**src/rtl/wesm_pkg.sv**
```systemverilog
`timescale 1ns / 1ps
// ----------------------------------------------------------------------------
// Wheel encoder speed meter package
// Shared widths, constants and types for the speed meter and its divider.
// ----------------------------------------------------------------------------
package wesm_pkg;

  localparam int NUM_WHEELS   = 2;
  localparam int WHEEL_BITS   = (NUM_WHEELS > 1) ? $clog2(NUM_WHEELS) : 1;
  localparam int COUNT_BITS   = 16;
  localparam int CHUNK_BITS   = 8;
  localparam int TIME_BITS    = 16;
  localparam int SPEED_BITS   = 24;
  localparam int TOTAL_BITS   = 32;
  localparam int DIV_CNT_BITS = $clog2(SPEED_BITS + 1);

  localparam logic [CHUNK_BITS-1:0] CHUNK_RESET = CHUNK_BITS'(4);
  localparam int SPEED_SCALE = 42000;
  localparam int DIST_SCALE  = 42;

  typedef logic [COUNT_BITS-1:0] count_t;
  typedef logic [TIME_BITS-1:0]  time_t;
  typedef logic [SPEED_BITS-1:0] speed_t;
  typedef logic [TOTAL_BITS-1:0] total_t;

endpackage

```
**src/rtl/wesm_div.sv**
```systemverilog
`timescale 1ns / 1ps
// ----------------------------------------------------------------------------
// Serial speed divider
// Restoring unsigned divider, one quotient bit per cycle, for the speed value.
// ----------------------------------------------------------------------------
module wesm_div (
  input  logic                  clk,
  input  logic                  rst,
  input  logic                  start,
  input  wesm_pkg::speed_t      dividend,
  input  wesm_pkg::time_t       divisor,
  output logic                  done,
  output wesm_pkg::speed_t      quotient
);

  logic                                busy;
  logic [wesm_pkg::DIV_CNT_BITS-1:0]   steps;
  wesm_pkg::time_t                     rem;
  wesm_pkg::speed_t                    quo;
  wesm_pkg::time_t                     dvsr;
  logic [wesm_pkg::TIME_BITS:0]        rem_shift;
  logic [wesm_pkg::TIME_BITS:0]        diff;
  logic                                ge;

  // The dividend shifts out of the top of quo while quotient bits enter below.
  always_comb begin
    rem_shift = {rem, quo[wesm_pkg::SPEED_BITS-1]};
    diff      = rem_shift - {1'b0, dvsr};
    ge        = (rem_shift >= {1'b0, dvsr});
  end

  always_ff @(posedge clk) begin
    if (rst) begin
      busy  <= 1'b0;
      done  <= 1'b0;
      steps <= '0;
    end else begin
      done <= 1'b0;
      if (start) begin
        busy  <= 1'b1;
        steps <= wesm_pkg::DIV_CNT_BITS'(wesm_pkg::SPEED_BITS);
      end else if (busy) begin
        steps <= steps - wesm_pkg::DIV_CNT_BITS'(1);
        if (steps == wesm_pkg::DIV_CNT_BITS'(1)) begin
          busy <= 1'b0;
          done <= 1'b1;
        end
      end
    end
  end

  always_ff @(posedge clk) begin
    if (start) begin
      rem  <= '0;
      quo  <= dividend;
      dvsr <= divisor;
    end else if (busy) begin
      rem <= ge ? diff[wesm_pkg::TIME_BITS-1:0] : rem_shift[wesm_pkg::TIME_BITS-1:0];
      quo <= {quo[wesm_pkg::SPEED_BITS-2:0], ge};
    end
  end

  assign quotient = quo;

endmodule

```
**src/rtl/wheel_encoder_speed_meter.sv**
```systemverilog
`timescale 1ns / 1ps
// ----------------------------------------------------------------------------
// Wheel encoder speed meter
// Counts encoder pulses per wheel and reports speed and distance per chunk.
// ----------------------------------------------------------------------------
// Usage: the input channel (in_valid/in_ready) carries one beat per encoder
// pulse (kind 0, with the wheel number) or per evaluate poll (kind 1, with
// the microsecond time now_us). The output channel (out_valid/out_ready)
// carries one beat per wheel that completes a chunk over a nonzero interval;
// last marks the final beat caused by an evaluate. The configuration channel
// (cfg_valid/cfg_ready) writes pulse_chunk and is always ready.
// An evaluate is accepted and then visits each wheel in turn. For each
// wheel that reports, the bit-serial divider steps once per speed bit,
// the sequencer sees it finish, and the result moves into the output
// register. Reset clears counts, arm flags, distance totals and the
// output valid flag, and sets pulse_chunk to 4. The output register
// holds a beat until it is taken; input beats are still accepted
// meanwhile, and a new result waits for the register to free before the
// block moves on.
// ----------------------------------------------------------------------------
module wheel_encoder_speed_meter (
  input  logic                             clk,
  input  logic                             rst,
  input  logic                             cfg_valid,
  output logic                             cfg_ready,
  input  logic [wesm_pkg::CHUNK_BITS-1:0]  cfg_data,
  input  logic                             in_valid,
  output logic                             in_ready,
  input  logic                             kind,
  input  logic                             wheel,
  input  wesm_pkg::time_t                  now_us,
  output logic                             out_valid,
  input  logic                             out_ready,
  output logic                             wheel_id,
  output wesm_pkg::speed_t                 speed_mms,
  output wesm_pkg::time_t                  interval_us,
  output wesm_pkg::total_t                 total_mm,
  output logic                             last
);

  localparam logic [1:0] S_IDLE  = 2'd0;
  localparam logic [1:0] S_WHEEL = 2'd1;
  localparam logic [1:0] S_DIV   = 2'd2;
  localparam logic [1:0] S_PUSH  = 2'd3;

  localparam logic [wesm_pkg::WHEEL_BITS-1:0] LAST_WHEEL =
    wesm_pkg::WHEEL_BITS'(wesm_pkg::NUM_WHEELS - 1);

  logic [1:0]                              state;
  logic [wesm_pkg::CHUNK_BITS-1:0]         chunk;
  wesm_pkg::count_t                        pulse_count [wesm_pkg::NUM_WHEELS];
  wesm_pkg::time_t                         start_time [wesm_pkg::NUM_WHEELS];
  logic [wesm_pkg::NUM_WHEELS-1:0]         armed;
  wesm_pkg::total_t                        distance_total [wesm_pkg::NUM_WHEELS];
  logic [wesm_pkg::NUM_WHEELS-1:0]         emit_vec;
  logic [wesm_pkg::NUM_WHEELS-1:0]         emit_next;
  logic [wesm_pkg::WHEEL_BITS-1:0]         wsel;
  wesm_pkg::time_t                         now_reg;
  wesm_pkg::time_t                         pend_interval;
  wesm_pkg::total_t                        pend_total;
  logic                                    pend_last;

  logic [wesm_pkg::WHEEL_BITS-1:0]         wheel_idx;
  logic                                    pulse_ok;
  wesm_pkg::time_t                         cur_dt;
  logic                                    measure;
  logic                                    fire;
  logic                                    arm_now;
  logic                                    last_flag;
  wesm_pkg::total_t                        dist_inc;
  wesm_pkg::total_t                        total_next;
  wesm_pkg::speed_t                        dividend;
  wesm_pkg::speed_t                        quotient;
  logic                                    div_done;
  logic                                    push;
  logic                                    in_beat;

  assign cfg_ready = 1'b1;
  assign in_ready  = (state == S_IDLE);
  assign in_beat   = in_valid && in_ready;
  assign push      = (state == S_PUSH) && (!out_valid || out_ready);

  assign wheel_idx = wesm_pkg::WHEEL_BITS'(wheel);
  assign pulse_ok  = (int'(wheel) < wesm_pkg::NUM_WHEELS);

  always_comb begin
    cur_dt   = now_reg - start_time[wsel];
    measure  = armed[wsel] &&
               (pulse_count[wsel] >= wesm_pkg::COUNT_BITS'(chunk));
    fire     = measure && (cur_dt != '0);
    arm_now  = !armed[wsel] && (pulse_count[wsel] != '0);
    dist_inc = wesm_pkg::TOTAL_BITS'((16'(chunk) * 16'(wesm_pkg::DIST_SCALE)) >> 2);
    total_next = distance_total[wsel] + dist_inc;
    dividend = wesm_pkg::SPEED_BITS'(chunk) * wesm_pkg::SPEED_BITS'(wesm_pkg::SPEED_SCALE);
    // A result is the final one of its evaluate when no later wheel reports.
    last_flag = 1'b1;
    for (int i = 0; i < wesm_pkg::NUM_WHEELS; i++) begin
      if ((i > int'(wsel)) && emit_vec[i]) begin
        last_flag = 1'b0;
      end
    end
    // Wheels do not affect each other, so every reporting wheel is known up front.
    for (int i = 0; i < wesm_pkg::NUM_WHEELS; i++) begin
      emit_next[i] = armed[i] &&
                     (pulse_count[i] >= wesm_pkg::COUNT_BITS'(chunk)) &&
                     ((now_us - start_time[i]) != '0);
    end
  end

  wesm_div u_div (
    .clk      (clk),
    .rst      (rst),
    .start    ((state == S_WHEEL) && fire),
    .dividend (dividend),
    .divisor  (cur_dt),
    .done     (div_done),
    .quotient (quotient)
  );

  always_ff @(posedge clk) begin
    if (rst) begin
      state     <= S_IDLE;
      chunk     <= wesm_pkg::CHUNK_RESET;
      armed     <= '0;
      emit_vec  <= '0;
      wsel      <= '0;
      out_valid <= 1'b0;
      for (int i = 0; i < wesm_pkg::NUM_WHEELS; i++) begin
        pulse_count[i]    <= '0;
        distance_total[i] <= '0;
      end
    end else begin
      if (cfg_valid && cfg_ready) begin
        chunk <= cfg_data;
      end
      if (out_valid && out_ready && !push) begin
        out_valid <= 1'b0;
      end
      unique case (state)
        S_IDLE: begin
          if (in_beat) begin
            if (!kind) begin
              if (pulse_ok && (pulse_count[wheel_idx] != '1)) begin
                pulse_count[wheel_idx] <= pulse_count[wheel_idx] + 1'b1;
              end
            end else begin
              emit_vec <= emit_next;
              wsel     <= '0;
              state    <= S_WHEEL;
            end
          end
        end
        S_WHEEL: begin
          if (measure) begin
            armed[wsel]       <= 1'b0;
            pulse_count[wsel] <= '0;
          end else if (arm_now) begin
            armed[wsel] <= 1'b1;
          end
          if (fire) begin
            distance_total[wsel] <= total_next;
            state <= S_DIV;
          end else if (wsel == LAST_WHEEL) begin
            state <= S_IDLE;
          end else begin
            wsel <= wsel + 1'b1;
          end
        end
        S_DIV: begin
          if (div_done) begin
            state <= S_PUSH;
          end
        end
        S_PUSH: begin
          if (push) begin
            out_valid <= 1'b1;
            if (wsel == LAST_WHEEL) begin
              state <= S_IDLE;
            end else begin
              wsel  <= wsel + 1'b1;
              state <= S_WHEEL;
            end
          end
        end
        default: begin
          state <= S_IDLE;
        end
      endcase
    end
  end

  always_ff @(posedge clk) begin
    if ((state == S_IDLE) && in_beat && kind) begin
      now_reg <= now_us;
    end
    if ((state == S_WHEEL) && !measure && arm_now) begin
      start_time[wsel] <= now_reg;
    end
    if ((state == S_WHEEL) && fire) begin
      pend_interval <= cur_dt;
      pend_total    <= total_next;
      pend_last     <= last_flag;
    end
    if (push) begin
      wheel_id    <= wsel[0];
      speed_mms   <= quotient;
      interval_us <= pend_interval;
      total_mm    <= pend_total;
      last        <= pend_last;
    end
  end

  // The divider only finishes while the sequencer waits for it.
  assert property (@(posedge clk) disable iff (rst) div_done |-> (state == S_DIV))
    else $error("divider finished outside the divide wait");

  // A result moved into the output register is presented on the next cycle.
  assert property (@(posedge clk) disable iff (rst) push |=> out_valid)
    else $error("pushed result not presented");

  // A wheel arms only with pulses counted and its count clears only on disarm (checked for wheel 0).
  assert property (@(posedge clk) disable iff (rst) armed[0] |-> (pulse_count[0] != '0))
    else $error("armed wheel has an empty pulse count");

  // No input is taken while an evaluate is still being worked through.
  assert property (@(posedge clk) disable iff (rst)
    ((state == S_DIV) || (state == S_PUSH)) |-> !in_ready)
    else $error("input accepted during an evaluate");

endmodule

```
**config.mk**
```make
export PLATFORM = sky130hd
export DESIGN_NAME = wheel_encoder_speed_meter
export DESIGN_NICKNAME = d
export VERILOG_FILES = /design/src/rtl/wesm_pkg.sv /design/src/rtl/wesm_div.sv /design/src/rtl/wheel_encoder_speed_meter.sv
export SDC_FILE = /design/constraint.sdc
export NUM_CORES = 1
export LEC_CHECK = 0
export BUFFER_PORTS_ARGS = -buffer_cell sky130_fd_sc_hd__buf_2
export CAP_MARGIN = 20
export CORE_MARGIN = 8
export CORE_UTILIZATION = 62
export DETAILED_ROUTE_END_ITERATION = 8
export GPL_ROUTABILITY_DRIVEN = 0
export PLACE_DENSITY = 0.8
export SYNTH_ARGS = -nofsm -noshare
export SYNTH_HDL_FRONTEND = slang
export SYNTH_HIERARCHICAL = 1
export SYNTH_SLANG_ARGS = --single-unit
```
**constraint.sdc**
```tcl
create_clock -name clk -period 13.76 [get_ports clk]
set_input_delay 2.752 -clock clk [delete_from_list [all_inputs] [get_ports clk]]
set_output_delay 2.752 -clock clk [all_outputs]
set_load 0.1 [all_outputs]
```
# Word level (Yosys, flattened, before mapping)
# Memories as Yosys holds them, arrays and structs flattened. A register that Yosys moved wholly into a read port is not among the register bits.
# Cells that the tools add are included.
totals:
  in_bits: 31
  register_bits: 202
  ramBits: 128
  memories: 3
  out_inout_bits: 77
  elab_cells: 163
classes:
  order_cmp: 7
  n_eq_ne: 11
  n_reduce_logical: 40
  bitwise_logic: 4
  addsub: 8
  muxes: 66
  n_mul: 2
memory_table:
  columns: ["name", "words", "word_bits", "read_ports", "rd_ports_with_merged_regs", "write_ports", "line", "rtl"]
  rows:
  - ["distance_total", 2, 32, 1, 1, 2, "wheel_encoder_speed_meter.sv:54", "wesm_pkg::total_t distance_total [wesm_pkg::NUM_WHEELS];"]
  - ["pulse_count", 2, 16, 4, 1, 2, "wheel_encoder_speed_meter.sv:51", "wesm_pkg::count_t pulse_count [wesm_pkg::NUM_WHEELS];"]
  - ["start_time", 2, 16, 3, 1, 1, "wheel_encoder_speed_meter.sv:52", "wesm_pkg::time_t start_time [wesm_pkg::NUM_WHEELS];"]
ops:
  columns: ["cell", "count"]
  rows:
  - ["$reduce_bool A16 Y1", 4]
  - ["$sub A16 B16 Y16", 4]
  - ["$ge A16 B8 Y1", 3]
  - ["$mux W16", 3]
  - ["$mux W24", 2]
  - ["$mux W1", 47]
  - ["$add A32 B12 Y32", 1]
  - ["$mux W32", 1]
  - ["$reduce_or A16 Y1", 2]
  - ["$reduce_or A32 Y1", 1]
  - ["$mul A8 B12 Y20 const B", 1]
  - ["$logic_and A1 B1 Y1", 18]
  - ["$ge A17 B16 Y1", 1]
  - ["$add A16 B1 Y16 const B", 1]
  - ["$mux W2", 8]
  - ["$ne A16 B16 Y1 const B", 1]
  - ["$mul A8 B5 Y13 const B", 1]
  - ["$mux W5", 2]
  - ["$reduce_and A5 Y1", 2]
  - ["$pmux W2 S4", 1]
  - ["$ne A2 B1 Y1 const B", 3]
  - ["$eq A5 B1 Y1 const B", 1]
  - ["$sub A5 B1 Y5 const B", 1]
  - ["$eq A2 B2 Y1 const B", 2]
  - ["22 further kinds", 27]

# Logic depth before layout (Yosys ltp)
# An unclocked memory read counts as a cell.
depth:
  word_depth: 11
  depth_mapped: 21
  mapped_depth_nobuf: 21

# Modules after synthesis
# Netlist, hierarchy kept.
by_module_without_submodules:
  columns: ["mod", "seq_area_each_um2", "area_each_um2", "n_inst", "cells_per_inst"]
  rows:
  - ["wheel_encoder_speed_meter", 8338.0, 14920.6, 1, 1250]
  - ["wesm_div", 1661.6, 3372.0, 1, 299]

# Least setup slack after synthesis
# Ideal clock, no wire load.
synth_path:
  path_kind: "register to register"
  from: "register with a tool-made name"
  to: "register u_div.quo[0], in the netlist u_div/quotient[0], enable pin"
  n_path_buf: 7
  t_required_ns: 13.381
  synth_period_minus_slack_ns: 10.287
  setup_time_ns: 0.379
  stages_incl_launch_ff: 20
  t_arrival_ns: 9.909
  slack_ns: 3.473
  path_cell_list: "dfxtp_1 -> buf_2 -> buf_1 -> buf_1 -> clkbuf_1 -> clkbuf_1 -> mux2i_1 -> ha_1 -> clkbuf_1 -> a21oi_1 -> o221a_2 -> o21ai_0 -> a21oi_1 -> o21ai_0 -> and3_1 -> nand3_1 -> nor3b_1 -> clkbuf_1 -> nor2_1 -> inv_1"
synth_lines:
  columns: ["item", "line", "rtl"]
  rows:
  - ["to (signal assigned)", "wesm_div.sv:55", "quo <= dividend;"]
  - ["to (signal assigned)", "wesm_div.sv:59", "quo <= {quo[wesm_pkg::SPEED_BITS-2:0], ge};"]
  - ["to (decl)", "wesm_div.sv:19", "wesm_pkg::speed_t quo;"]

==> out/metrics.yaml <==
run_status:
  run_status: "completed"
power_and_ir_drop:
  power_mw: 3.06
  pwr-share-seq_pct: 43.7
  internal-power_mw: 2.13
  ir_drop_mv: 0.113
  p_switching_uw: 925
  p_sw_share_pct: 30.2
  p_clk_share_pct: 30.7
  combinationalPowerShare_pct: 25.6
  leakagePower_nw: 8.19
  powerDensity_nw_per_um2: 150
die:
  rows: 63
  die_w_um: 188
  die_h_um: 188
  dieArea_um2: 35300
  start_util_pct: 62.4
  ioPinCount: 108
  core_area_um2: 29300
synth:
  synthDistinctLibCells: 81
  synth_flop_cell: "edfxtp_1"
  yosysSeqAreaShare_pct: 54.7
  yosys_warnings: 6
  synth_area_um2: 18300
  synthCells: 1549
  yosys.area.top_type: "edfxtp_1"
  synth_edf_count: 307
  synth_top_area_share_pct: 50.4
  async_flop_share_pct: 0
  avgSynthCellArea_um2: 11.8
  yosys_register_bits: 346
  synthTopCellsByArea: "edfxtp_1 50%, ha_1 9.1%, dfxtp_1 4.3%, mux2i_1 3.7%, nor2_1 3.2%"
sta:
  final.setup.tns_ns: 0
  setup_viol: 0
  hold-worst-slack_ns: 0.415
  fin_crit_ns: 6.28
  relSlewSlack_pct: 30.8
  rsz0062_at_grt: "no"
  max_slew.worst_pin.slew_ns: 1.04
  skew_ns: 0.0142
  hold_violations: 0
  maxSlewViolCount: 0
  post-route-period-util_pct: 45.7
  clock.fmax_ghz: 0.159
global_routing:
  grt_pass1_vias: 12000
  grtUsageTotal_pct: 20.5
  grt_max_degree: 75
  overflow: 0
  grt_pass1_wl_mm: 59.6
  antenna_found_initial: 1
setup_path:
  cp_slowest_cell: "buf_2"
  endpoint_kind: "register"
  arrival_ns: 6.35
  worst-r2r-setup-slack_ns: 7.89
  worstPathMaxFanout: 42
  crit_top_cell: "nand2_1"
  crit_type: "primary input to register"
  start_kind: "primary input"
  max_stage_delay_ns: 0.63
  crit_chain: "buf_2 -> mux2_2 -> ha_1 -> a21boi_0 -> a21boi_1 -> nand4_1 -> a21oi_1 -> nand2_1 -> nand3_1 -> o22a_1 -> nand2_1"
  crit_required_ns: 13.83
final_layout:
  syn2layout_area_growth_pct: 11.3
  fillers: 2090
  drive_gt1_share_pct: 14.0
  fin_util_pct: 69.4
  largest_reg_flops: 64
  nets: 1835
  largest-register: "distance_total"
  fin_cells: 2078
clock_tree:
  cts-root-buf: "clkbuf_16"
  ctsResizeCount: 0
  cts_hold_buf: 0
  h-tree-depth: 2
  clockBufferDepth: 3
  clock_latency_ns: 0.51
  numCtsBuffers: 35
  post_cts_buffers: 0
  cts_num_sinks: 346
  cts_tree: "built"
  cts.reportedPaths.clkPinSlew_ns: 0.06
routing:
  drt-total-wl_mm: 37.0
  ant_nets: 0
  first_pass_iters: 5
  wire_per_inst_um: 17.8
  vias_per_cell: 5.80
  drtIter0Drc: 906
  num_vias: 12000
  drc: 0
job:
  max_cap_viol_count: 0
min_path:
  hp-class: "register to register"
place:
  dp_cells: 2015
  dp_hpwl_mm: 26.1
  io_buffers: 106
[placed cells by master, fill, tap and decap left out, drive strengths merged, types with 11 or more instances in the layout]
cell and instances:
a211oi 17, edfxtp 307, inv 133, buf 115
dfxtp 39, nand4 11, ha 133, xor2 36
a21oi 76, o21ai 44, nand3 49, a21o 24
xnor2 62, nand2b 15, mux2i 68, a31oi 12
nor3 31, clkinv 13, nand2 93, nor2 156
clkbuf 44, mux2 46, nor2b 12
[power by group through the flow]
| stage | Combinational (mW) | Sequential [mW] | Clock (mW) |
|---|---|---|---|
| finish | 0.783 | 1.34 | 0.939 |
| global route | 0.870 | 1.35 | 0.993 |
| CTS | 0.778 | 1.34 | 0.959 |
| detailed placement | 0.769 | 1.36 | 0 |
| global placement | 0.741 | 1.35 | 0 |
| floorplan | 0.640 | 1.31 | 0 |
[worst max-delay path: cells and delay by family]
family / cells / cell delay (ns)
buffers and inverters: 1 / 0.63
muxes: 1 / 0.32
AOI/OAI and AO/OA: 4 / 1.45
and+or+nand+nor: 4 / 0.99
adders and majority gates: 1 / 0.18
[area by class of cell]
class | count | area, um^2 | area share, %
well taps | 390 | 488 | 2.40
multi-input cells | 1032 | 7620 | 37.4
clock inverters | 18 | 173 | 0.848
repair buffers | 115 | 598 | 2.94
diodes | 1 | 2.50 | 0.0123
inverters | 132 | 495 | 2.43
clock buffers | 44 | 972 | 4.78
flip-flops and latches | 346 | 10000 | 49.1
[per-layer routing]
layer,global-route usage [%],part of all wire [%]
met5,0,0
met3,3.47,6.1
met4,6.58,2.7
met1,27.3,43
met2,33.8,48
[cells in the mapped netlist (7+ instances only)]
cell type	count
o211ai_1	10
nor3b_1	7
xnor2_1	62
a31oi_1	11
a211oi_1	15
o21ai_0	41
mux2i_1	68
nor3_1	29
clkbuf_1	24
buf_4	7
dfxtp_1	39
o21a_1	7
xor2_1	36
nand2b_1	15
a21oi_1	76
nor2b_1	12
inv_1	130
nand3_1	47
ha_1	133
fa_1	9
o21bai_1	9
nor2_1	154
a21o_1	24
nor4_1	9
nand2_1	92
edfxtp_1	307
mux2_2	46
nand4_1	11
[path summary, 6_finish.rpt]
path / startpoint / end / cells past startpoint
setup / recovery: wheel / pulse_count[1][15]$_SDFFCE_PN0P_ / 11
setup reg to reg: register / u_div/rem[14]$_SDFFE_PP0P_ / 15
hold / removal: pend_interval[1]$_DFFE_PP_ / interval_us[1]$_DFFE_PP_ / 0
hold reg to reg: pend_interval[1]$_DFFE_PP_ / interval_us[1]$_DFFE_PP_ / 0
[stage by stage]
step / setup WS (ns) / area, um^2
after floorplan: 3.47 / 18300
after global placement: 7.20 / 19200
after detailed placement: 6.99 / 19200
after CTS: 7.52 / 20400
after global routing: 7.16 / 20400
final: 7.48 / 20400
[cell families (layout without fill, tap and decap cells)]
group	count (synthesis)	after routing	share of synthesized area, %
fa+ha+maj	142	142	10.1
other cells	2	6	0.0411
buf+inv	174	309	3.83
compound gates	252	252	9.18
simple gates	421	421	11.0
flops	346	346	54.7
xor+xnor	98	98	4.69
mux	114	114	6.55
Note: power is estimated with default switching activity, not from simulation.
